`src/design/saem_pkg.sv`:
```
package saem_pkg;

    localparam int DEF_MAX_TOKENS = 1024;
    localparam int DEF_ALPHABET   = 256;
    localparam int SYM_W          = 8;
    localparam int CMD_W          = 2;
    localparam int STATUS_W       = 2;

    typedef enum logic [CMD_W-1:0] {
        CMD_CLEAR  = 2'd0,
        CMD_EXTEND = 2'd1,
        CMD_BEGIN  = 2'd2,
        CMD_STEP   = 2'd3
    } t_cmd;

    typedef enum logic [STATUS_W-1:0] {
        ST_OK   = 2'd0,
        ST_FULL = 2'd1,
        ST_SYM  = 2'd2
    } t_status;

    // micro-operations issued by the controller to the datapath
    typedef enum logic [4:0] {
        DP_NOP           = 5'd0,
        DP_LOAD          = 5'd1,
        DP_INIT          = 5'd2,
        DP_ZERO          = 5'd3,
        DP_BEGINQ        = 5'd4,
        DP_STAT_SYM      = 5'd5,
        DP_STAT_FULL     = 5'd6,
        DP_EXT_START     = 5'd7,
        DP_RD_EP         = 5'd8,
        DP_WALK1         = 5'd9,
        DP_SET_Q         = 5'd10,
        DP_LINK_CUR_Q    = 5'd11,
        DP_LINK_CUR_ROOT = 5'd12,
        DP_CLONE         = 5'd13,
        DP_LINKC         = 5'd14,
        DP_CP_RD         = 5'd15,
        DP_CP_WR         = 5'd16,
        DP_WALK2         = 5'd17,
        DP_LINK_Q_C      = 5'd18,
        DP_LINK_CUR_C    = 5'd19,
        DP_RD_EM         = 5'd20,
        DP_QRESET        = 5'd21,
        DP_QADV          = 5'd22,
        DP_QBACK         = 5'd23,
        DP_QLEN          = 5'd24,
        DP_QBEST         = 5'd25,
        DP_OUT           = 5'd26
    } t_dp_op;

    typedef struct packed {
        t_cmd cmd;
        logic sym_bad;
        logic full;
        logic e_zero;
        logic e_is_q;
        logic p_none;
        logic len_fit;
        logic m_zero;
        logic idx_last;
        logic out_free;
    } t_dp_stat;

endpackage

```
`src/design/saem_ctrl.sv`:
```
module saem_ctrl import saem_pkg::*; (
    input  logic     i_clk,
    input  logic     i_rst_n,
    input  logic     i_valid,
    output logic     o_stall,
    input  t_dp_stat i_stat,
    output t_dp_op   o_op
);

    typedef enum logic [19:0] {
        S_IDLE      = 20'h00001,
        S_BOOT      = 20'h00002,
        S_BOOT_ZERO = 20'h00004,
        S_DECODE    = 20'h00008,
        S_CLR_ZERO  = 20'h00010,
        S_E_ZERO    = 20'h00020,
        S_W1_TEST   = 20'h00040,
        S_W1_CHK    = 20'h00080,
        S_E_CMP     = 20'h00100,
        S_LINKC     = 20'h00200,
        S_CP_RD     = 20'h00400,
        S_CP_WR     = 20'h00800,
        S_W2_TEST   = 20'h01000,
        S_W2_CHK    = 20'h02000,
        S_LCC       = 20'h04000,
        S_Q_RD      = 20'h08000,
        S_Q_CHK     = 20'h10000,
        S_Q_LEN     = 20'h20000,
        S_Q_BEST    = 20'h40000,
        S_FIN       = 20'h80000
    } t_state;

    t_state r_state, n_state;

    always_ff @(posedge i_clk) begin
        if (!i_rst_n) begin
            r_state <= S_BOOT;
        end else begin
            r_state <= n_state;
        end
    end

    always_comb begin
        n_state = r_state;
        o_op    = DP_NOP;
        case (r_state)
            S_IDLE: begin
                if (i_valid) begin
                    o_op    = DP_LOAD;
                    n_state = S_DECODE;
                end
            end
            S_BOOT: begin
                o_op    = DP_INIT;
                n_state = S_BOOT_ZERO;
            end
            S_BOOT_ZERO: begin
                o_op = DP_ZERO;
                if (i_stat.idx_last) n_state = S_IDLE;
            end
            S_DECODE: begin
                case (i_stat.cmd)
                    CMD_CLEAR: begin
                        o_op    = DP_INIT;
                        n_state = S_CLR_ZERO;
                    end
                    CMD_EXTEND: begin
                        if (i_stat.sym_bad) begin
                            o_op    = DP_STAT_SYM;
                            n_state = S_FIN;
                        end else if (i_stat.full) begin
                            o_op    = DP_STAT_FULL;
                            n_state = S_FIN;
                        end else begin
                            o_op    = DP_EXT_START;
                            n_state = S_E_ZERO;
                        end
                    end
                    CMD_BEGIN: begin
                        o_op    = DP_BEGINQ;
                        n_state = S_FIN;
                    end
                    default: begin
                        if (i_stat.sym_bad) begin
                            o_op    = DP_QRESET;
                            n_state = S_FIN;
                        end else begin
                            n_state = S_Q_RD;
                        end
                    end
                endcase
            end
            S_CLR_ZERO: begin
                o_op = DP_ZERO;
                if (i_stat.idx_last) n_state = S_FIN;
            end
            S_E_ZERO: begin
                o_op = DP_ZERO;
                if (i_stat.idx_last) n_state = S_W1_TEST;
            end
            S_W1_TEST: begin
                if (i_stat.p_none) begin
                    o_op    = DP_LINK_CUR_ROOT;
                    n_state = S_FIN;
                end else begin
                    o_op    = DP_RD_EP;
                    n_state = S_W1_CHK;
                end
            end
            S_W1_CHK: begin
                if (i_stat.e_zero) begin
                    o_op    = DP_WALK1;
                    n_state = S_W1_TEST;
                end else begin
                    o_op    = DP_SET_Q;
                    n_state = S_E_CMP;
                end
            end
            S_E_CMP: begin
                if (i_stat.len_fit) begin
                    o_op    = DP_LINK_CUR_Q;
                    n_state = S_FIN;
                end else begin
                    o_op    = DP_CLONE;
                    n_state = S_LINKC;
                end
            end
            S_LINKC: begin
                o_op    = DP_LINKC;
                n_state = S_CP_RD;
            end
            S_CP_RD: begin
                o_op    = DP_CP_RD;
                n_state = S_CP_WR;
            end
            S_CP_WR: begin
                o_op    = DP_CP_WR;
                n_state = i_stat.idx_last ? S_W2_TEST : S_CP_RD;
            end
            S_W2_TEST: begin
                if (i_stat.p_none) begin
                    o_op    = DP_LINK_Q_C;
                    n_state = S_LCC;
                end else begin
                    o_op    = DP_RD_EP;
                    n_state = S_W2_CHK;
                end
            end
            S_W2_CHK: begin
                if (i_stat.e_is_q) begin
                    o_op    = DP_WALK2;
                    n_state = S_W2_TEST;
                end else begin
                    o_op    = DP_LINK_Q_C;
                    n_state = S_LCC;
                end
            end
            S_LCC: begin
                o_op    = DP_LINK_CUR_C;
                n_state = S_FIN;
            end
            S_Q_RD: begin
                o_op    = DP_RD_EM;
                n_state = S_Q_CHK;
            end
            S_Q_CHK: begin
                if (!i_stat.e_zero) begin
                    o_op    = DP_QADV;
                    n_state = S_Q_BEST;
                end else if (i_stat.m_zero) begin
                    o_op    = DP_QRESET;
                    n_state = S_Q_BEST;
                end else begin
                    o_op    = DP_QBACK;
                    n_state = S_Q_LEN;
                end
            end
            S_Q_LEN: begin
                o_op    = DP_QLEN;
                n_state = S_Q_RD;
            end
            S_Q_BEST: begin
                o_op    = DP_QBEST;
                n_state = S_FIN;
            end
            S_FIN: begin
                if (i_stat.out_free) begin
                    o_op    = DP_OUT;
                    n_state = S_IDLE;
                end
            end
            default: begin
                n_state = S_BOOT;
            end
        endcase
    end

    assign o_stall = (r_state != S_IDLE);

endmodule

```
`config.mk`:
```
export PLATFORM = sky130hd
export DESIGN_NAME = saem_ctrl
export DESIGN_NICKNAME = d
export VERILOG_FILES = /design/src/design/saem_pkg.sv /design/src/design/saem_ctrl.sv
export SDC_FILE = /design/constraint.sdc
export NUM_CORES = 1
export LEC_CHECK = 0
export BUFFER_PORTS_ARGS = -buffer_cell sky130_fd_sc_hd__clkbuf_2
export CAP_MARGIN = 25
export CORE_AREA = 2 2 61 63
export DETAILED_ROUTE_END_ITERATION = 8
export DIE_AREA = 0 0 63 65
export GPL_ROUTABILITY_DRIVEN = 0
export RECOVER_POWER = 50
export REMOVE_ABC_BUFFERS = 1
export SLEW_MARGIN = 10
export SYNTH_ARGS = -nofsm -noshare
export SYNTH_HDL_FRONTEND = slang
export SYNTH_SLANG_ARGS = --single-unit
```
`constraint.sdc`:
```
create_clock -name i_clk -period 3.2 [get_ports i_clk]
set_clock_uncertainty 0.2 [all_clocks]
set_input_delay 0.32 -clock i_clk [delete_from_list [all_inputs] [get_ports i_clk]]
set_output_delay 0.32 -clock i_clk [all_outputs]
set_load 0.01 [all_outputs]
```
-- After elaboration in Yosys (flattened, before gate mapping)
Index checks and enable logic that the tools add are counted.
- add/subtract/negate cells: 0
- multiply operators: 0
- div/mod/pow operators: 0
- $lt $le $gt $ge: 0
- equal/unequal tests: 28
- shifts and indexed selects: 0
- muxes and demuxes: 32
- bitwise gates (word level): 0
- reduce and logical (&&, ||, !) cells: 4
- operators with widths (operator ; count):
    one-hot mux 20 bit (19 select lines) ; 1
    2-to-1 mux 20 bit ; 10
    one-hot mux 5 bit (18 select lines) ; 1
    one-hot mux 20 bit (3 select lines) ; 1
    2-to-1 mux 19 bit ; 2
    2-to-1 mux 15 bit ; 2
    == test 20 x 1 -> 1 bit, second input constant ; 1
    == test 20 x 10 -> 1 bit, second input constant ; 1
    == test 20 x 11 -> 1 bit, second input constant ; 1
    == test 20 x 12 -> 1 bit, second input constant ; 1
    == test 20 x 13 -> 1 bit, second input constant ; 1
    == test 20 x 14 -> 1 bit, second input constant ; 1
    == test 20 x 15 -> 1 bit, second input constant ; 1
    == test 20 x 16 -> 1 bit, second input constant ; 1
    == test 20 x 17 -> 1 bit, second input constant ; 1
    == test 20 x 18 -> 1 bit, second input constant ; 1
    == test 20 x 19 -> 1 bit, second input constant ; 1
    == test 20 x 2 -> 1 bit, second input constant ; 1
    == test 20 bit, second input constant ; 1
    == test 20 x 3 -> 1 bit, second input constant ; 1
    == test 20 x 4 -> 1 bit, second input constant ; 1
    == test 20 x 5 -> 1 bit, second input constant ; 1
    == test 20 x 6 -> 1 bit, second input constant ; 1
    == test 20 x 7 -> 1 bit, second input constant ; 1
    17 further kinds ; 29
- register bits after elaboration: 20
- latch bits: 0
- RAM bits: 0
- bits in read-only memories: 0
- input bits: 14
- output and inout bits: 6
- logic and storage cells: 65
- memories: 0

-- Logic depth before layout (Yosys ltp)
Gate-level depths: netlist of run 1.
- depth in word-level cells: 4
- gate-level depth with buffers: 9
- gate-level depth less buffers: 8

-- Worst setup path before layout of run 1
Ideal clock, no wire load.
- path kind: flip-flop to output port
- from: reg r_state[4]
- to: out o_op[1]
- data arrival time: 2.441 ns
- data required time: 2.680 ns
- slack: 0.239 ns
- cell stages (with the launch flop): 9
- buffers on the path: 2
- cell sequence: dfxtp_1 -> buf_6 -> or4_4 -> buf_6 -> nor4_1 -> nand4b_1 -> or2_2 -> o21a_1 -> or4b_1
- longest elaborated chain between the ends: 3
- elaborated cells on any way between the ends: 22
- those cells by class: eq/ne: 20; mux: 1; reduce/logical: 1
- ends and longest elaborated chain (item ; line ; RTL):
    start, declared ; saem_ctrl.sv:33 ; t_state r_state, n_state;
    start signal, assigned ; saem_ctrl.sv:39 ; r_state <= n_state;
    == test 20 x 6 -> 1 bit (tied with other cells) ; saem_ctrl.sv:46 ; case (r_state)
    OR reduction 3 bit (no line) ; n/a ;
    one-hot mux 5 bit (18 select lines) (*) ; saem_ctrl.sv:46 ;
    end, declared ; saem_ctrl.sv:7 ; output t_dp_op o_op
Every way passes the cells marked *; elsewhere a longest branch is shown, timed or not.

-- Worst setup path after layout of run 1
- from: reg r_state[17]
- to: out o_op[1]
Same word-level chain as after synthesis.

==> flow_metrics.py, run 1 <==
metrics = {
    "synthesis": {
        "yosysTopAreaCell": "dfxtp_1",
        "ys.flop_type": "dfxtp_1",
        "avgSynthCellArea_sq_um": 7.81,
        "ys_types": 51,
        "synth_seq_cells": 20,
        "seq_area_frac_synth": 0.273,
        "synth_area_leaders": "dfxtp_1, nor2_1, nor4b_1, nand2_1, or4_1",
        "synthArstFlopShare": 0,
        "netlist.area_leader.share": 0.273,
        "syn-instance-count": 188,
        "yosysWarningCount": 0,
        "synth_edf_count": 0,
        "synth.cell_area_sq_um": 1470,
    },
    "drt": {
        "via_count": 1648,
        "wire_per_inst_um": 16.6,
        "ant_nets": 0,
        "dr.pass1.iters": 5,
        "drtIter0Drc": 126,
        "routed_wl_mm": 4.48,
        "drc": 0,
        "vias_per_cell": 6.10,
    },
    "place": {
        "placed_area_sq_um": 1650,
        "pre_cts_ws_ns": 0.251,
        "io_buffers": 19,
        "hpwl_mm": 3.27,
    },
    "outcome": {
        "outcome": "complete, but fails checks",
        "violations": "hold timing, setup timing",
    },
    "critical_path": {
        "crit_chain": "or4_4 > nor4_2 > buf_4 > nand3_1 > or3_1 > nand4_1 > or4b_1 > clkbuf_2",
        "required_ns": 2.68,
        "critPathSlowestCell": "or4_4",
        "arrival_ns": 2.68,
        "cp_max_fo": 8,
        "cp-end-kind": "output port",
        "critPathKind": "flop to output port",
        "worstSetupStartpointType": "flop",
        "critPathMaxStageDelay_ns": 0.60,
    },
    "sta": {
        "worstMarginPinSlew_ns": 0.468,
        "fmax_mhz": 312,
        "final.setup.worst_slack_ns": -0.00224,
        "setup-violations-final": 1,
        "hold_slack_ns": -0.0000565,
        "slew_viol_final": 0,
        "period_share": 1.00,
        "period_needed_ns": 3.20,
        "relSlewSlack": 0.685,
        "hold_viol_final": 1,
        "rsz0062_at_grt": "true",
    },
    "grt": {
        "antenna_found_initial": 0,
        "grt_max_degree": 12,
        "grt_usage": 0.221,
        "gr-total-overflow": 0,
        "grt_pass1_wl_mm": 7.05,
        "first_global_vias": 1520,
    },
    "die": {
        "row_count": 22,
        "die_x_um": 63,
        "dieArea_sq_um": 4100,
        "die_height_um": 65,
        "core_sq_um": 3500,
        "initial_core_util": 0.420,
        "io_pins": 20,
    },
    "clock_network": {
        "clockBufferDepth": 2,
        "htree_levels": 1,
        "insertion_delay_ns": 0.32,
        "cts_sinks": 20,
        "cts_root_buf": "clkbuf_4",
        "clkTransAtPathRegs_ns": 0.12,
        "cts_tree": "built",
        "cts_made_buffers": 3,
    },
    "power_and_ir_drop": {
        "p_per_area_nw_per_um2": 418,
        "ir_drop_mv": 0.179,
        "power_leakage_nw": 0.755,
    },
    "hold_path": {
        "hp-class": "primary input to flop",
    },
    "layout": {
        "n_antenna_cell": 0,
        "stdcell_area_sq_um": 1850,
        "fin_util": 0.530,
        "regMostFlops": "r_state",
        "largestRegisters": "r_state x20",
        "largest_reg_flops": 20,
        "nets": 240,
        "drive_above_1_share": 0.338,
        "syn2layout_area_growth_pct": 26.2,
    },
    "job": {
        "cap_violations": 0,
    },
}
==> layout by cell type (no fill, tap or decap), types with 4 or more instances in the layout <==
cell type and instances:
xnor2_1 5, nor4_1 4, nand4_1 4, a21oi_1 8, dfxtp_1 12, nor3_1 7
buf_4 23, nand3_1 7, nor2b_1 5, clkbuf_2 18, inv_1 10, nor2_1 18
nand4b_1 5, dfxtp_2 6, nand2_1 12, nor4b_1 6, or4_4 6
==> final cells by class <==
class                      instances  area [sq um]
fill                             349          1640
multi-input combinational        145          1020
sequential                        20           415
timing repair buffer              43           278
tap                               48          60.1
inverter                          10          37.5
clock buffer                       4          36.3
==> worst max-delay path: cells and delay by family, from the launching register on <==
family        cells  cell delay [ns]
flops             1             0.39
simple gates      6             1.65
buf+inv           2             0.33
==> synthesized netlist by cell type, drive strengths merged (6+ instances only) <==
cell	count
or4	8
nand3	7
a21oi	9
nor2	19
nor3	8
dfxtp	20
clkbuf	8
inv	10
nor4	6
nand2	13
nor4b	6
==> repair_timing <==
item                       4_1_cts  5_1_grt
pin swaps                        0        5
hold endpoints to repair         1        0
gates resized for setup          5       19
setup endpoints to repair        4        4
hold buffers                     1        0
buffers inserted                 0       12
==> cells by family after synthesis <==
group	Yosys count	share of synthesized area
flip-flops	20	0.273
AO/OA/AOI/OAI	38	0.187
AND/OR/NAND/NOR	96	0.394
adder cells (fa/ha/maj)	3	0.0256
buffers and inverters	23	0.0716
multiplexers	2	0.0136
XOR/XNOR	6	0.0358
==> per-layer routing <==
metal / wire [um] / GRT usage / up-vias
li1: - / - / 779
met1: 1910 / 0.278 / 780
met2: 2120 / 0.352 / 68
met3: 232 / 0.0365 / 21
met4: 210 / 0.133 / 0
met5: 0 / 0 / -
==> worst paths after layout <==
kind | start | to | slack, ns | cells past startpoint
min reg2reg | r_state[2] | r_state[2] | 0.31 | 2
max reg2reg | r_state[17] | r_state[19] | 0.33 | 6
min | i_stat[2] | r_state[17] | -0.00006 | 2
max | r_state[17] | o_op[1] | -0.002 | 8
==> power breakdown <==
group | switching, W | internal, W | leakage [nW] | total, W
Clock | 0.0000868 | 0.0000697 | 0.0210 | 0.000156
Sequential | 0.0000149 | 0.000261 | 0.166 | 0.000275
Combinational | 0.000186 | 0.000156 | 0.568 | 0.000342
==> per-stage QoR <==
step / total power [W] / TNS (ns) / instances / hold slack, ns
2_1_floorplan: 0.000431 / -0.0271 / 175 / 0.196
3_3_place_gp: 0.000547 / 0 / 253 / 0.281
3_5_place_dp: 0.000553 / 0 / 253 / 0.292
4_1_cts: 0.000713 / 0 / 258 / 0.00499
5_1_grt: 0.000817 / -0.115 / 270 / 0.000362
6_report: 0.000774 / -0.00224 / 270 / -0.0000565
(Power assumes the default switching activity.)
==> inputs of run 2 (changes only) <==
SETUP_SLACK_MARGIN = 0.4   (was not set)
==> run 2 against run 1 <==
  * The flow now finishes without violations
  * Worst setup slack improved by 0.12 ns
  * Clock power barely moved
  * Wire length rose by 17%
  * Design area rose by 19%
  * Register-to-register slack got worse by 0.13 ns
  * Critical path type unchanged
  * Critical endpoint unchanged
==> flow_metrics.py, run 2 (same netlist as run 1, synthesis figures left out) <==
metrics = {
    "grt": {
        "first_global_vias": 1745,
        "gr-total-overflow": 0,
        "grt_max_degree": 12,
        "antenna_found_initial": 0,
        "grt_pass1_wl_mm": 8.08,
        "grt_usage": 0.252,
    },
    "critical_path": {
        "critPathMaxStageDelay_ns": 0.56,
        "required_ns": 2.68,
        "cp-end-kind": "output port",
        "critPathKind": "flop to output port",
        "worstSetupStartpointType": "flop",
        "arrival_ns": 2.57,
        "crit_chain": "or4_4 > nor4_4 > buf_4 > nand4b_1 > or2_4 > o21a_1 > or4b_4 > buf_6",
        "cp_max_fo": 8,
        "critPathSlowestCell": "or4_4",
    },
    "place": {
        "hpwl_mm": 3.27,
        "io_buffers": 19,
    },
    "job": {
        "cap_violations": 0,
    },
    "clock_network": {
        "htree_levels": 1,
        "cts_sinks": 20,
        "clkTransAtPathRegs_ns": 0.12,
        "cts_made_buffers": 3,
        "cts_tree": "built",
        "insertion_delay_ns": 0.32,
        "cts_root_buf": "clkbuf_4",
        "clockBufferDepth": 2,
    },
    "sta": {
        "period_share": 0.964,
        "setup-violations-final": 0,
        "period_needed_ns": 3.09,
        "fin_tns_setup_ns": 0,
        "worstMarginPinSlew_ns": 0.673,
        "slew_viol_final": 0,
        "fmax_mhz": 324,
        "hold_viol_final": 0,
        "rsz0062_at_grt": "true",
        "relSlewSlack": 0.546,
    },
    "layout": {
        "fin_util": 0.630,
        "drive_above_1_share": 0.506,
        "n_antenna_cell": 0,
        "layout_commonest_cell": "buf_4",
        "largestRegisters": "r_state x20",
        "regMostFlops": "r_state",
        "syn2layout_area_growth_pct": 50.1,
        "largest_reg_flops": 20,
        "final_cell_mix": "buf_4, clkbuf_2, nor2_1",
        "nets": 263,
    },
    "die": {
        "initial_core_util": 0.420,
        "io_pins": 20,
        "row_count": 22,
        "core_sq_um": 3500,
        "dieArea_sq_um": 4100,
        "die_height_um": 65,
        "die_x_um": 63,
    },
    "drt": {
        "ant_nets": 0,
        "dr.pass1.iters": 8,
        "routed_wl_mm": 5.24,
        "via_count": 1746,
        "drc": 0,
        "drtIter0Drc": 151,
        "vias_per_cell": 5.96,
        "wire_per_inst_um": 17.9,
    },
    "power_and_ir_drop": {
        "ir_drop_mv": 0.192,
        "power_leakage_nw": 0.905,
        "p_per_area_nw_per_um2": 419,
    },
    "outcome": {
        "outcome": "completed",
    },
    "hold_path": {
        "hp-class": "primary input to flop",
    },
}
run 2: through the flow:
| stage | instance area [sq um] | hold WS [ns] | setup WS [ns] | instances | power [W] |
|---|---|---|---|---|---|
| 2_1_floorplan | 1400 | 0.196 | -0.0271 | 175 | 0.000431 |
| 3_3_place_gp | 1650 | 0.281 | 0.267 | 253 | 0.000547 |
| 3_5_place_dp | 1650 | 0.292 | 0.251 | 253 | 0.000553 |
| 4_1_cts | 2060 | 0.0537 | 0.172 | 285 | 0.000826 |
| 5_1_grt | 2200 | 0.0601 | 0.0449 | 293 | 0.000968 |
| 6_report | 2200 | 0.0534 | 0.114 | 293 | 0.000923 |
run 2: repair_timing:
item	CTS	global route
hold buffers	2	0
pin swaps	22	6
setup buffers	26	8
endpoints found under the hold margin	2	0
endpoints found under the setup margin	8	19
resized for setup	45	30
run 2: final timing paths:
kind	start	to	slack, ns	cells after the start
worst max register to register	r_state[1]	r_state[19]	0.20	7
worst min-delay path	i_stat[6]	r_state[8]	0.05	2
worst max-delay path	r_state[6]	o_op[1]	0.11	8
worst min register to register	r_state[2]	r_state[2]	0.31	2
run 2: worst max-delay path: cells and delay by family, from the launching register on:
kind                   cells  cell delay (ns)
AO/OA/AOI/OAI              1             0.12
buffers and inverters      2             0.25
flip-flops                 1             0.39
AND/OR/NAND/NOR            5             1.47
run 2: report_power, final:
part / total (W) / leakage, nW / switching (W) / internal [W]
combinational: 0.000497 / 0.713 / 0.000244 / 0.000254
clock: 0.000156 / 0.0210 / 0.0000859 / 0.0000697
sequential: 0.000270 / 0.171 / 0.0000108 / 0.000259
total: 0.000923 / 0.905 / 0.000340 / 0.000583
run 2: per-layer routing:
layer,vias to the layer above,part of all wire,GRT usage,wire [um]
met5,-,0,0,0
met4,0,0.033,0.144,175
met3,21,0.059,0.0434,311
met2,76,0.51,0.440,2690
met1,828,0.39,0.291,2060
li1,821,-,-,-
run 2: cell type report:
type | instances | area [sq um]
inverters | 10 | 37.5
fillers | 285 | 1290
multi-input cells | 145 | 1170
clock buffers | 4 | 36.3
repair buffers | 66 | 469
flip-flops and latches | 20 | 434
well taps | 48 | 60.1
==> inputs of run 3 (changes only) <==
MAX_ROUTING_LAYER = met4   (was not set)
==> run 3 against run 2 <==
  * Sequential power about the same
  * First-iteration DRC count up 7.3%
  * Critical path depth unchanged
  * Combinational power about the same
  * Sequential share of layout area unchanged
  * Hold slack better by 0.0028 ns
  * Cell count unchanged
  * Design area unchanged
  * Critical path type unchanged
  * Largest cell class unchanged
==> flow_metrics.py, run 3 (same netlist as run 1, synthesis figures left out) <==
metrics = {
    "die": {
        "io_pins": 20,
        "row_count": 22,
        "dieArea_sq_um": 4100,
        "core_sq_um": 3500,
        "die_x_um": 63,
        "initial_core_util": 0.420,
        "die_height_um": 65,
    },
    "layout": {
        "largestRegisters": "r_state x20",
        "final_cell_mix": "buf_4, clkbuf_2, nor2_1",
        "layout_commonest_cell": "buf_4",
        "largest_reg_flops": 20,
        "drive_above_1_share": 0.506,
        "syn2layout_area_growth_pct": 50.1,
        "regMostFlops": "r_state",
        "n_antenna_cell": 0,
        "nets": 263,
    },
    "sta": {
        "period_share": 0.965,
        "period_needed_ns": 3.09,
        "worstMarginPinSlew_ns": 0.678,
        "relSlewSlack": 0.542,
        "fmax_mhz": 324,
        "slew_viol_final": 0,
        "rsz0062_at_grt": "true",
        "setup-violations-final": 0,
        "hold_viol_final": 0,
        "fin_tns_setup_ns": 0,
    },
    "power_and_ir_drop": {
        "post-layout-total-power_w": 0.000926,
        "ir_drop_mv": 0.193,
        "power_leakage_nw": 0.905,
        "clkPwrFrac": 0.170,
        "p_per_area_nw_per_um2": 420,
        "p_sw_frac": 0.371,
        "seqPwrFrac": 0.292,
        "switchingPower_w": 0.000343,
        "comb_power_share": 0.539,
        "intPower_w": 0.000583,
    },
    "critical_path": {
        "critPathMaxStageDelay_ns": 0.56,
        "r2r_start": "r_state[1]",
        "crit_chain": "or4_4 > nor4_4 > buf_4 > nand4b_1 > or2_4 > o21a_1 > or4b_4 > buf_6",
        "r2r_slack_ns": 0.19,
        "required_ns": 2.68,
        "cp-end-kind": "output port",
        "reg2reg_depth": 7,
        "cp.depth": 8,
        "critPathKind": "flop to output port",
        "cp_max_fo": 8,
        "worstSetupStartpointType": "flop",
        "r2r_end": "r_state[19]",
        "arrival_ns": 2.57,
        "crit_family": "simple AND/OR/NAND/NOR gates",
        "worstPathBufferInverterCount": 2,
        "critPathCapture": "o_op[1]",
        "crit_start": "r_state[6]",
        "critPathSlowestCell": "or4_4",
    },
    "place": {
        "io_buffers": 19,
        "hpwl_mm": 3.27,
    },
    "clock_network": {
        "clkTransAtPathRegs_ns": 0.12,
        "insertion_delay_ns": 0.32,
        "cts_sinks": 20,
        "cts_tree": "built",
        "clockBufferDepth": 2,
        "cts_root_buf": "clkbuf_4",
        "cts_made_buffers": 3,
        "htree_levels": 1,
    },
    "drt": {
        "via_count": 1763,
        "drc": 0,
        "dr.pass1.iters": 5,
        "ant_nets": 0,
        "vias_per_cell": 6.02,
        "wire_per_inst_um": 18.0,
        "routed_wl_mm": 5.28,
        "drtIter0Drc": 162,
    },
    "grt": {
        "antenna_found_initial": 0,
        "grt_usage": 0.259,
        "grt_pass1_wl_mm": 8.08,
        "gr-total-overflow": 0,
        "first_global_vias": 1745,
        "grt_max_degree": 12,
    },
    "hold_path": {
        "hp-class": "primary input to flop",
    },
    "outcome": {
        "outcome": "completed",
    },
    "job": {
        "cap_violations": 0,
    },
}
run 3: through the flow:
step	worst slack, ns	instance area, sq um	hold slack (ns)	instances	util
2_1_floorplan	-0.0271	1400	0.196	175	-
3_3_place_gp	0.267	1650	0.281	253	0.471
3_5_place_dp	0.251	1650	0.292	253	0.471
4_1_cts	0.172	2060	0.0537	285	0.589
5_1_grt	0.0449	2200	0.0601	293	0.630
6_report	0.111	2200	0.0562	293	0.630
run 3: per-layer routing:
metal	up-vias	routed length, um	track usage	share of wire
met5	-	0	-	0
met4	0	160	0.144	0.030
met3	20	296	0.0434	0.056
met2	68	2730	0.440	0.52
met1	850	2090	0.291	0.40
li1	825	-	-	-
run 3: layout make-up:
type | instances | area, sq um
clock buffer | 4 | 36.3
fill | 285 | 1290
inverter | 10 | 37.5
multi-input combinational | 145 | 1170
sequential | 20 | 434
tap | 48 | 60.1
timing repair buffer | 66 | 469
run 3: worst min path at each step:
| stage | from | end | slack, ns | cells after the start |
|---|---|---|---|---|
| CTS | i_stat[6] | r_state[18] | 0.05 | 2 |
| detailed placement | r_state[2] | r_state[2] | 0.29 | 2 |
| global placement | r_state[2] | r_state[2] | 0.28 | 2 |
| global route | i_stat[6] | r_state[8] | 0.06 | 2 |
| floorplan | i_stat[2] | r_state[17] | 0.20 | 1 |
| finish | i_stat[6] | r_state[8] | 0.06 | 2 |
run 3: timing repair:
| action | 4_1_cts | 5_1_grt |
|---|---|---|
| endpoints found under the hold margin | 2 | 0 |
| hold buffers | 2 | 0 |
| gates resized for setup | 45 | 30 |
| pin swaps | 22 | 6 |
| setup buffers | 26 | 8 |
| endpoints found under the setup margin | 8 | 19 |
run 3: power groups by stage:
stage	clock network [W]	registers (W)	logic, W
global route	0.000169	0.000272	0.000527
finish	0.000157	0.000270	0.000499
floorplan	0	0.000277	0.000154
detailed placement	0	0.000281	0.000272
CTS	0.000157	0.000269	0.000400
global placement	0	0.000279	0.000268
